File: config.mk
export PLATFORM = sky130hd
export DESIGN_NAME = dual_acia_crosslink
export DESIGN_NICKNAME = d
export VERILOG_FILES = /design/src/rtl/core/dca_pkg.sv /design/src/rtl/core/dca_side.sv /design/src/rtl/core/dual_acia_crosslink.sv
export SDC_FILE = /design/constraint.sdc
export NUM_CORES = 1
export LEC_CHECK = 0
export BUFFER_PORTS_ARGS = -buffer_cell sky130_fd_sc_hd__buf_4
export CORE_ASPECT_RATIO = 0.9
export CORE_MARGIN = 8
export CORE_UTILIZATION = 54
export DETAILED_ROUTE_END_ITERATION = 10
export GPL_TIMING_DRIVEN = 0
export PLACE_DENSITY = 0.84
export SLEW_MARGIN = 20
export SYNTH_ARGS = -nofsm -noshare
export SYNTH_HDL_FRONTEND = slang
export SYNTH_SLANG_ARGS = --single-unit
File: constraint.sdc
create_clock -name aclk -period 5.1 [get_ports aclk]
set_input_delay 0.51 -clock aclk [delete_from_list [all_inputs] [get_ports aclk]]
set_output_delay 0.51 -clock aclk [all_outputs]
set_load 0.02 [all_outputs]
File: src/rtl/core/dca_pkg.sv
// types, bit constants and access codes shared by the crosslinked adapter pair
package dca_pkg;

    // status bits
    localparam logic [7:0] ST_RDRF  = 8'h01;
    localparam logic [7:0] ST_TDRE  = 8'h02;
    localparam logic [7:0] ST_OVRN  = 8'h20;
    localparam logic [7:0] ST_IRQ   = 8'h80;
    localparam logic [7:0] ST_RXANY = 8'h21;

    // control bits
    localparam logic [7:0] CT_RIE    = 8'h80;
    localparam logic [7:0] CT_TXMASK = 8'h60;
    localparam logic [7:0] CT_TIE    = 8'h20;
    localparam logic [1:0] CT_MRESET = 2'b11;

    // access codes
    localparam logic SIDE_FIRST  = 1'b0;
    localparam logic SIDE_SECOND = 1'b1;
    localparam logic MODE_READ   = 1'b0;
    localparam logic MODE_WRITE  = 1'b1;
    localparam logic SEL_STATUS  = 1'b0;
    localparam logic SEL_DATA    = 1'b1;

    typedef struct packed {
        logic       side;
        logic       mode;
        logic       reg_sel;
        logic [7:0] write_data;
    } dca_in_t;

    typedef struct packed {
        logic [7:0] read_data;
        logic       irq_first;
        logic       irq_second;
    } dca_out_t;

    // per-side command for one access
    typedef struct packed {
        logic       update;
        logic       clr_rx;
        logic       ctrl_we;
        logic       tx_send;
        logic       rx_load;
        logic [7:0] wdata;
    } dca_side_cmd_t;

    // per-side view of current and next state
    typedef struct packed {
        logic [7:0] status;
        logic [7:0] rx_data;
        logic [7:0] control;
        logic [7:0] status_next;
    } dca_side_view_t;

endpackage

File: src/rtl/core/dca_side.sv
// one adapter: status, control and received byte with their update logic
module dca_side (
    input  logic                   aclk,
    input  logic                   aresetn,
    input  dca_pkg::dca_side_cmd_t cmd,
    output dca_pkg::dca_side_view_t view
);

    logic [7:0] status_reg, status_next;
    logic [7:0] control_reg, control_next;
    logic [7:0] rx_reg, rx_next;
    logic       irq;

    always_comb begin
        status_next  = status_reg;
        control_next = cmd.ctrl_we ? cmd.wdata : control_reg;
        rx_next      = rx_reg;
        irq          = 1'b0;

        if (cmd.clr_rx) begin
            status_next = status_next & ~dca_pkg::ST_RXANY;
        end
        // transfer finishes within the access, so transmit-empty ends up set
        if (cmd.tx_send) begin
            status_next = status_next | dca_pkg::ST_TDRE;
        end
        if (cmd.rx_load) begin
            if ((status_next & dca_pkg::ST_RDRF) != 8'h00) begin
                status_next = status_next | dca_pkg::ST_OVRN;
            end
            status_next = status_next | dca_pkg::ST_RDRF;
            rx_next     = cmd.wdata;
        end
        if (cmd.update) begin
            if (control_next[1:0] == dca_pkg::CT_MRESET) begin
                status_next = dca_pkg::ST_TDRE;
            end
            if (((control_next & dca_pkg::CT_RIE) != 8'h00)
                    && ((status_next & dca_pkg::ST_RXANY) != 8'h00)) begin
                irq = 1'b1;
            end
            if (((control_next & dca_pkg::CT_TXMASK) == dca_pkg::CT_TIE)
                    && ((status_next & dca_pkg::ST_TDRE) != 8'h00)) begin
                irq = 1'b1;
            end
            if (irq) begin
                status_next = status_next | dca_pkg::ST_IRQ;
            end else begin
                status_next = status_next & ~dca_pkg::ST_IRQ;
            end
        end
    end

    always_ff @(posedge aclk) begin
        if (!aresetn) begin
            status_reg  <= 8'h00;
            control_reg <= 8'h00;
            rx_reg      <= 8'h00;
        end else begin
            status_reg  <= status_next;
            control_reg <= control_next;
            rx_reg      <= rx_next;
        end
    end

    assign view.status      = status_reg;
    assign view.rx_data     = rx_reg;
    assign view.control     = control_reg;
    assign view.status_next = status_next;

endmodule

File: src/rtl/core/dual_acia_crosslink.sv
// top level: input register, two crosslinked adapters, result register
// Two serial adapters wired back to back, accessed one bus access per item.
// An item enters the input register and is applied to both adapters once the
// result register can take it, while its result is written to the result
// register, so one item is accepted every cycle while no result is held, and
// its result shows on m_valid from the result register. The adapter state update is a single pass
// of logic between the input register and the result register; a stalled
// result holds the input register, which keeps taking items whenever it is
// empty or moving.
module dual_acia_crosslink (
    input  logic              aclk,
    input  logic              aresetn,
    input  logic              s_valid,
    output logic              s_ready,
    input  dca_pkg::dca_in_t  s_data,
    output logic              m_valid,
    input  logic              m_ready,
    output dca_pkg::dca_out_t m_data
);

    dca_pkg::dca_in_t       in_reg;
    logic                   in_valid_reg, in_valid_next;
    dca_pkg::dca_out_t      out_reg, out_next;
    logic                   out_valid_reg, out_valid_next;
    logic                   advance;
    logic                   is_write, is_data, needs_update;
    dca_pkg::dca_side_cmd_t cmd0, cmd1;
    dca_pkg::dca_side_view_t view0, view1;
    dca_pkg::dca_side_view_t view_sel;

    assign advance = in_valid_reg && (!out_valid_reg || m_ready);
    assign s_ready = !in_valid_reg || advance;

    assign is_write     = (in_reg.mode == dca_pkg::MODE_WRITE);
    assign is_data      = (in_reg.reg_sel == dca_pkg::SEL_DATA);
    // a status read leaves both sides untouched
    assign needs_update = advance && (is_write || is_data);

    always_comb begin
        cmd0.update  = needs_update;
        cmd0.clr_rx  = advance && !is_write && is_data
                       && (in_reg.side == dca_pkg::SIDE_FIRST);
        cmd0.ctrl_we = advance && is_write && !is_data
                       && (in_reg.side == dca_pkg::SIDE_FIRST);
        cmd0.tx_send = advance && is_write && is_data
                       && (in_reg.side == dca_pkg::SIDE_FIRST);
        cmd0.rx_load = advance && is_write && is_data
                       && (in_reg.side == dca_pkg::SIDE_SECOND);
        cmd0.wdata   = in_reg.write_data;

        cmd1.update  = needs_update;
        cmd1.clr_rx  = advance && !is_write && is_data
                       && (in_reg.side == dca_pkg::SIDE_SECOND);
        cmd1.ctrl_we = advance && is_write && !is_data
                       && (in_reg.side == dca_pkg::SIDE_SECOND);
        cmd1.tx_send = advance && is_write && is_data
                       && (in_reg.side == dca_pkg::SIDE_SECOND);
        cmd1.rx_load = advance && is_write && is_data
                       && (in_reg.side == dca_pkg::SIDE_FIRST);
        cmd1.wdata   = in_reg.write_data;
    end

    dca_side u_side0 (
        .aclk    (aclk),
        .aresetn (aresetn),
        .cmd     (cmd0),
        .view    (view0)
    );

    dca_side u_side1 (
        .aclk    (aclk),
        .aresetn (aresetn),
        .cmd     (cmd1),
        .view    (view1)
    );

    assign view_sel = (in_reg.side == dca_pkg::SIDE_SECOND) ? view1 : view0;

    always_comb begin
        out_next = out_reg;
        if (advance) begin
            if (is_write) begin
                out_next.read_data = 8'h00;
            end else if (is_data) begin
                out_next.read_data = view_sel.rx_data;
            end else begin
                out_next.read_data = view_sel.status;
            end
            out_next.irq_first  = view0.status_next[7];
            out_next.irq_second = view1.status_next[7];
        end
    end

    always_comb begin
        if (s_valid && s_ready) begin
            in_valid_next = 1'b1;
        end else if (advance) begin
            in_valid_next = 1'b0;
        end else begin
            in_valid_next = in_valid_reg;
        end

        if (advance) begin
            out_valid_next = 1'b1;
        end else if (m_ready) begin
            out_valid_next = 1'b0;
        end else begin
            out_valid_next = out_valid_reg;
        end
    end

    always_ff @(posedge aclk) begin
        if (!aresetn) begin
            in_valid_reg  <= 1'b0;
            out_valid_reg <= 1'b0;
        end else begin
            in_valid_reg  <= in_valid_next;
            out_valid_reg <= out_valid_next;
        end
    end

    always_ff @(posedge aclk) begin
        if (s_valid && s_ready) begin
            in_reg <= s_data;
        end
        out_reg <= out_next;
    end

    assign m_valid = out_valid_reg;
    assign m_data  = out_reg;

    // input side stalls only when both stages are full and the result is held
    a_stall_cause: assert property (@(posedge aclk) disable iff (!aresetn)
        !s_ready |-> (in_valid_reg && out_valid_reg && !m_ready))
        else $error("input stalled without a held result");

    // writes always return zero read data
    a_write_zero: assert property (@(posedge aclk) disable iff (!aresetn)
        (advance && is_write) |=> (out_reg.read_data == 8'h00))
        else $error("write item returned nonzero read data");

    // a data write lands in the other side's received byte
    a_crosslink: assert property (@(posedge aclk) disable iff (!aresetn)
        (advance && is_write && is_data && (in_reg.side == dca_pkg::SIDE_FIRST))
        |=> (view1.rx_data == $past(in_reg.write_data)))
        else $error("byte from first side not received by second side");

    // first side in master reset shows only transmit-empty after an update
    a_mreset: assert property (@(posedge aclk) disable iff (!aresetn)
        (needs_update && (view0.status_next[1:0] != 2'b00)
            && (cmd0.ctrl_we ? (cmd0.wdata[1:0] == dca_pkg::CT_MRESET)
                             : (view0.control[1:0] == dca_pkg::CT_MRESET)))
        |=> ((view0.status & ~dca_pkg::ST_IRQ) == dca_pkg::ST_TDRE))
        else $error("master reset did not force transmit-empty status");

endmodule
==> out/results.txt <==
The run finished with clean final reports. OpenSTA, run right after detailed placement, puts the worst setup slack at 3.042 ns. For the initial antenna violation count, the log shows 0. After clock tree synthesis, the clock-pin slew on the worst setup and hold paths is 0.07 ns.

In the final routed layout, each cell accounts on average for 15.33 um. The critical path is of the reg -> out type. The largest fanout on the critical path works out to 10. The placeable core area is 5224 um2.

The analysis attributes to cell leakage a power of 1.202 nW. The netlist uses 50 different library cells. The run gives 0.2088 mV as the maximum ir drop on the vdd rail.

The tree built by TritonCTS fans out to 65 sinks. After detailed routing, the number of remaining DRC violations is 0. The post-route netlist has 25.94% of its cells at a drive strength greater than 1. Transition time of the tightest slew-check pin: 0.5377 ns.

At the worst endpoint, the required time is 4.59 ns. Global routing finished with a remaining overflow of 0. The vertical die dimension is 85.75 um. The synthesized area divided by synthesized cell count is 11.63 um2. Setup slack closes at 3.192 ns. For the final hold violation count, the log shows 0. The count of state elements after synthesis is 65, and the final RePlAce weighted congestion is 0.8756. Summed over all nets, the half-perimeter wirelength after detailed placement is 4.014 mm. STA classifies the critical path startpoint as a register. In the routed layout, each cell is associated on average with a via count of 5.617.

For this run, asynchronously set or reset flops after synthesis account for 0%. The top-area cell type share of the netlist area works out to 30.18%. Counting flops with a built-in enable in the synthesized netlist gives 21.

For the final-report max-slew violation count, the log shows 0. Cell total after placement: 344. From synthesis to final layout, the design area changed by 15.99%. The run gives 27 as the top-level port count. Ranked by total cell area, the synthesized netlist is headed by sky130_fd_sc_hd__dfxtp_1 30%, sky130_fd_sc_hd__edfxtp_1 22%, sky130_fd_sc_hd__mux4_2 6.2%.

The run gives 0 as the number of maximum-capacitance violations. 0 antenna diodes ended up in the layout. The time the worst path needs with I/O delays and setup came out at 1.908 ns. The first detailed-routing pass ran for 5 iterations. The post-synthesis sequential area ratio is 51.78%.

For the final routed database, the setup TNS stands at 0 ns. The tools report the number of cells upsized or downsized after cts as 0. The final cycle utilization of the critical path is 37.40%, and the highest attainable clock frequency is 524.2 MHz. The worst hold path belongs to the class in -> reg. The logs give 0 for the total of endpoints with negative setup slack in the final report and 14 for the largest net degree at the start of global routing.

The global-route wire length before repair is 9.073 mm, and the remaining max-slew budget at the tightest pin is 63.77%. Port buffering added 26 buffers. The hold buffer count at CTS was 0; the number of clock buffers inserted by TritonCTS was 9. After synthesis the cells add up to 2919 um2. The tools report the total routed wirelength as 5.518 mm.

The finished layout holds 360 standard cells, fillers aside. For the maximum count of clock buffers along a single path, the log shows 2. Of all cell types, the one taking the most synthesized area is sky130_fd_sc_hd__dfxtp_1. Setup repair after global routing left no endpoint under its margin. In the global route stage, overall resource usage came out at 14.59%. In this run, the number of DRC markers left after iteration 0 of detailed routing was 217.

The die is 93.50 um wide. The via count of the first global-routing pass was 1906; the final cell utilization of the core was 64.81%. Once the clock tree was built, the setup fixing pass inserted 0 buffers.

In the synthesized netlist the dominant register cell turns out to be sky130_fd_sc_hd__dfxtp_1. The logs give 303 for the number of nets at the end of the flow and 0 for the total of warnings raised by yosys. Power spread over the standard cell area amounts to 311.9 nW/um2. The die covers 8018 um2. When the netlist entered floorplanning its net count stood at 266. The library cell used most frequently in the layout, excluding fill and tap cells, is sky130_fd_sc_hd__dfxtp_1. The final route contains 2022 vias. Effective utilization at floorplan: 55.88%. TritonCTS built the clock tree. Synthesis handed over a netlist of 251 instances.

Leaving out fill and tap cells, the most frequent cells in the layout are 44 x sky130_fd_sc_hd__dfxtp_1, 28 x sky130_fd_sc_hd__buf_4, 27 x sky130_fd_sc_hd__nor2b_1. The later-pin clock latency in the skew report was 0.34 ns; the post-route antenna net violation count was 0. STA puts the critical path data arrival time at 1.40 ns. The clock arrives with 0.008948 ns of skew.

The tools report the critical path endpoint category as a primary output. The H-tree depth is 3. The initialized floorplan defines 25 standard-cell rows. The cell sitting at the root of the clock tree is a sky130_fd_sc_hd__clkbuf_8.
[cells by family after synthesis]
family | count (synthesis) | synth area share (%)
AND/OR/NAND/NOR | 96 | 19.80
flip-flops | 65 | 51.78
AO/OA/AOI/OAI | 44 | 10.93
multiplexers | 24 | 11.66
buffers and inverters | 22 | 5.829
[synthesized netlist by cell type, types with 2 or more instances]
master,count
sky130_fd_sc_hd__a22oi_1,2
sky130_fd_sc_hd__dfxtp_1,44
sky130_fd_sc_hd__inv_1,6
sky130_fd_sc_hd__nand3_1,2
sky130_fd_sc_hd__o32ai_1,2
sky130_fd_sc_hd__o22ai_1,2
sky130_fd_sc_hd__a21boi_0,8
sky130_fd_sc_hd__o21a_1,4
sky130_fd_sc_hd__a31oi_1,5
sky130_fd_sc_hd__and2_1,7
sky130_fd_sc_hd__a21o_1,2
sky130_fd_sc_hd__buf_6,3
sky130_fd_sc_hd__nor3_2,3
sky130_fd_sc_hd__a21oi_1,5
sky130_fd_sc_hd__edfxtp_1,21
sky130_fd_sc_hd__o21ai_0,4
sky130_fd_sc_hd__a311oi_1,2
sky130_fd_sc_hd__clkbuf_8,5
sky130_fd_sc_hd__nand3b_1,2
sky130_fd_sc_hd__mux2i_1,16
sky130_fd_sc_hd__nor4_1,6
sky130_fd_sc_hd__nand2_1,22
sky130_fd_sc_hd__buf_4,2
sky130_fd_sc_hd__nor2_1,15
sky130_fd_sc_hd__clkbuf_1,3
sky130_fd_sc_hd__nor2b_1,27
sky130_fd_sc_hd__mux4_2,8
[power breakdown]
| part | leakage (nW) | internal (W) | switching, W |
|---|---|---|---|
| registers | 0.560 | 0.000549 | 0.0000102 |
| clock network | 0.0933 | 0.000225 | 0.000190 |
| logic | 0.548 | 0.0000390 | 0.0000431 |
[critical path, cell delays in order (launching register included)]
cell,delay [ns]
sky130_fd_sc_hd__dfxtp_1,0.35
sky130_fd_sc_hd__nor2b_4,0.15
sky130_fd_sc_hd__buf_6,0.15
sky130_fd_sc_hd__clkbuf_8,0.18
sky130_fd_sc_hd__nand2_1,0.08
sky130_fd_sc_hd__buf_4,0.16
[through the flow]
stage	hold slack, ns	area (um2)	power, W
final	0.3444	3386	0.001056
after global routing	0.3307	3386	0.001098
after CTS	0.3300	3386	0.001065
after detailed placement	0.4172	3198	0.0006530
after global placement	0.4111	3198	0.0006520
after floorplan	0.4054	2919	0.0006239
[routing by layer]
metal	share of wire, %	global-route usage (%)	vias up
met2	44	20.87	76
li1	-	-	985
met3	6.0	3.141	12
met1	47	19.34	949
met5	0	0	-
met4	2.6	9.503	0
[worst paths after layout]
check	from	endpoint	slack [ns]	cells after the start
hold / removal	s_data[6]	cmd0[6]$_DFFE_PP_	0.34	1
hold reg to reg	register	register	0.43	2
setup / recovery	m_valid$_SDFFE_PN0P_	s_ready	3.19	5
setup reg to reg	in_valid_reg$_SDFFE_PN0P_	u_side0.status_reg[5]$_SDFF_PN0_	3.23	5
[final cells by class]
class	count	area, um2
repair buffers	26	195.2
clock inverters	5	56.30
inverters	7	26.28
plain buffers	15	143.9
flip-flops and latches	65	1511
multi-input cells	164	1237
fillers	419	1838
well taps	67	83.83
clock buffers	11	131.4
Power figures use the tool's default switching activity.
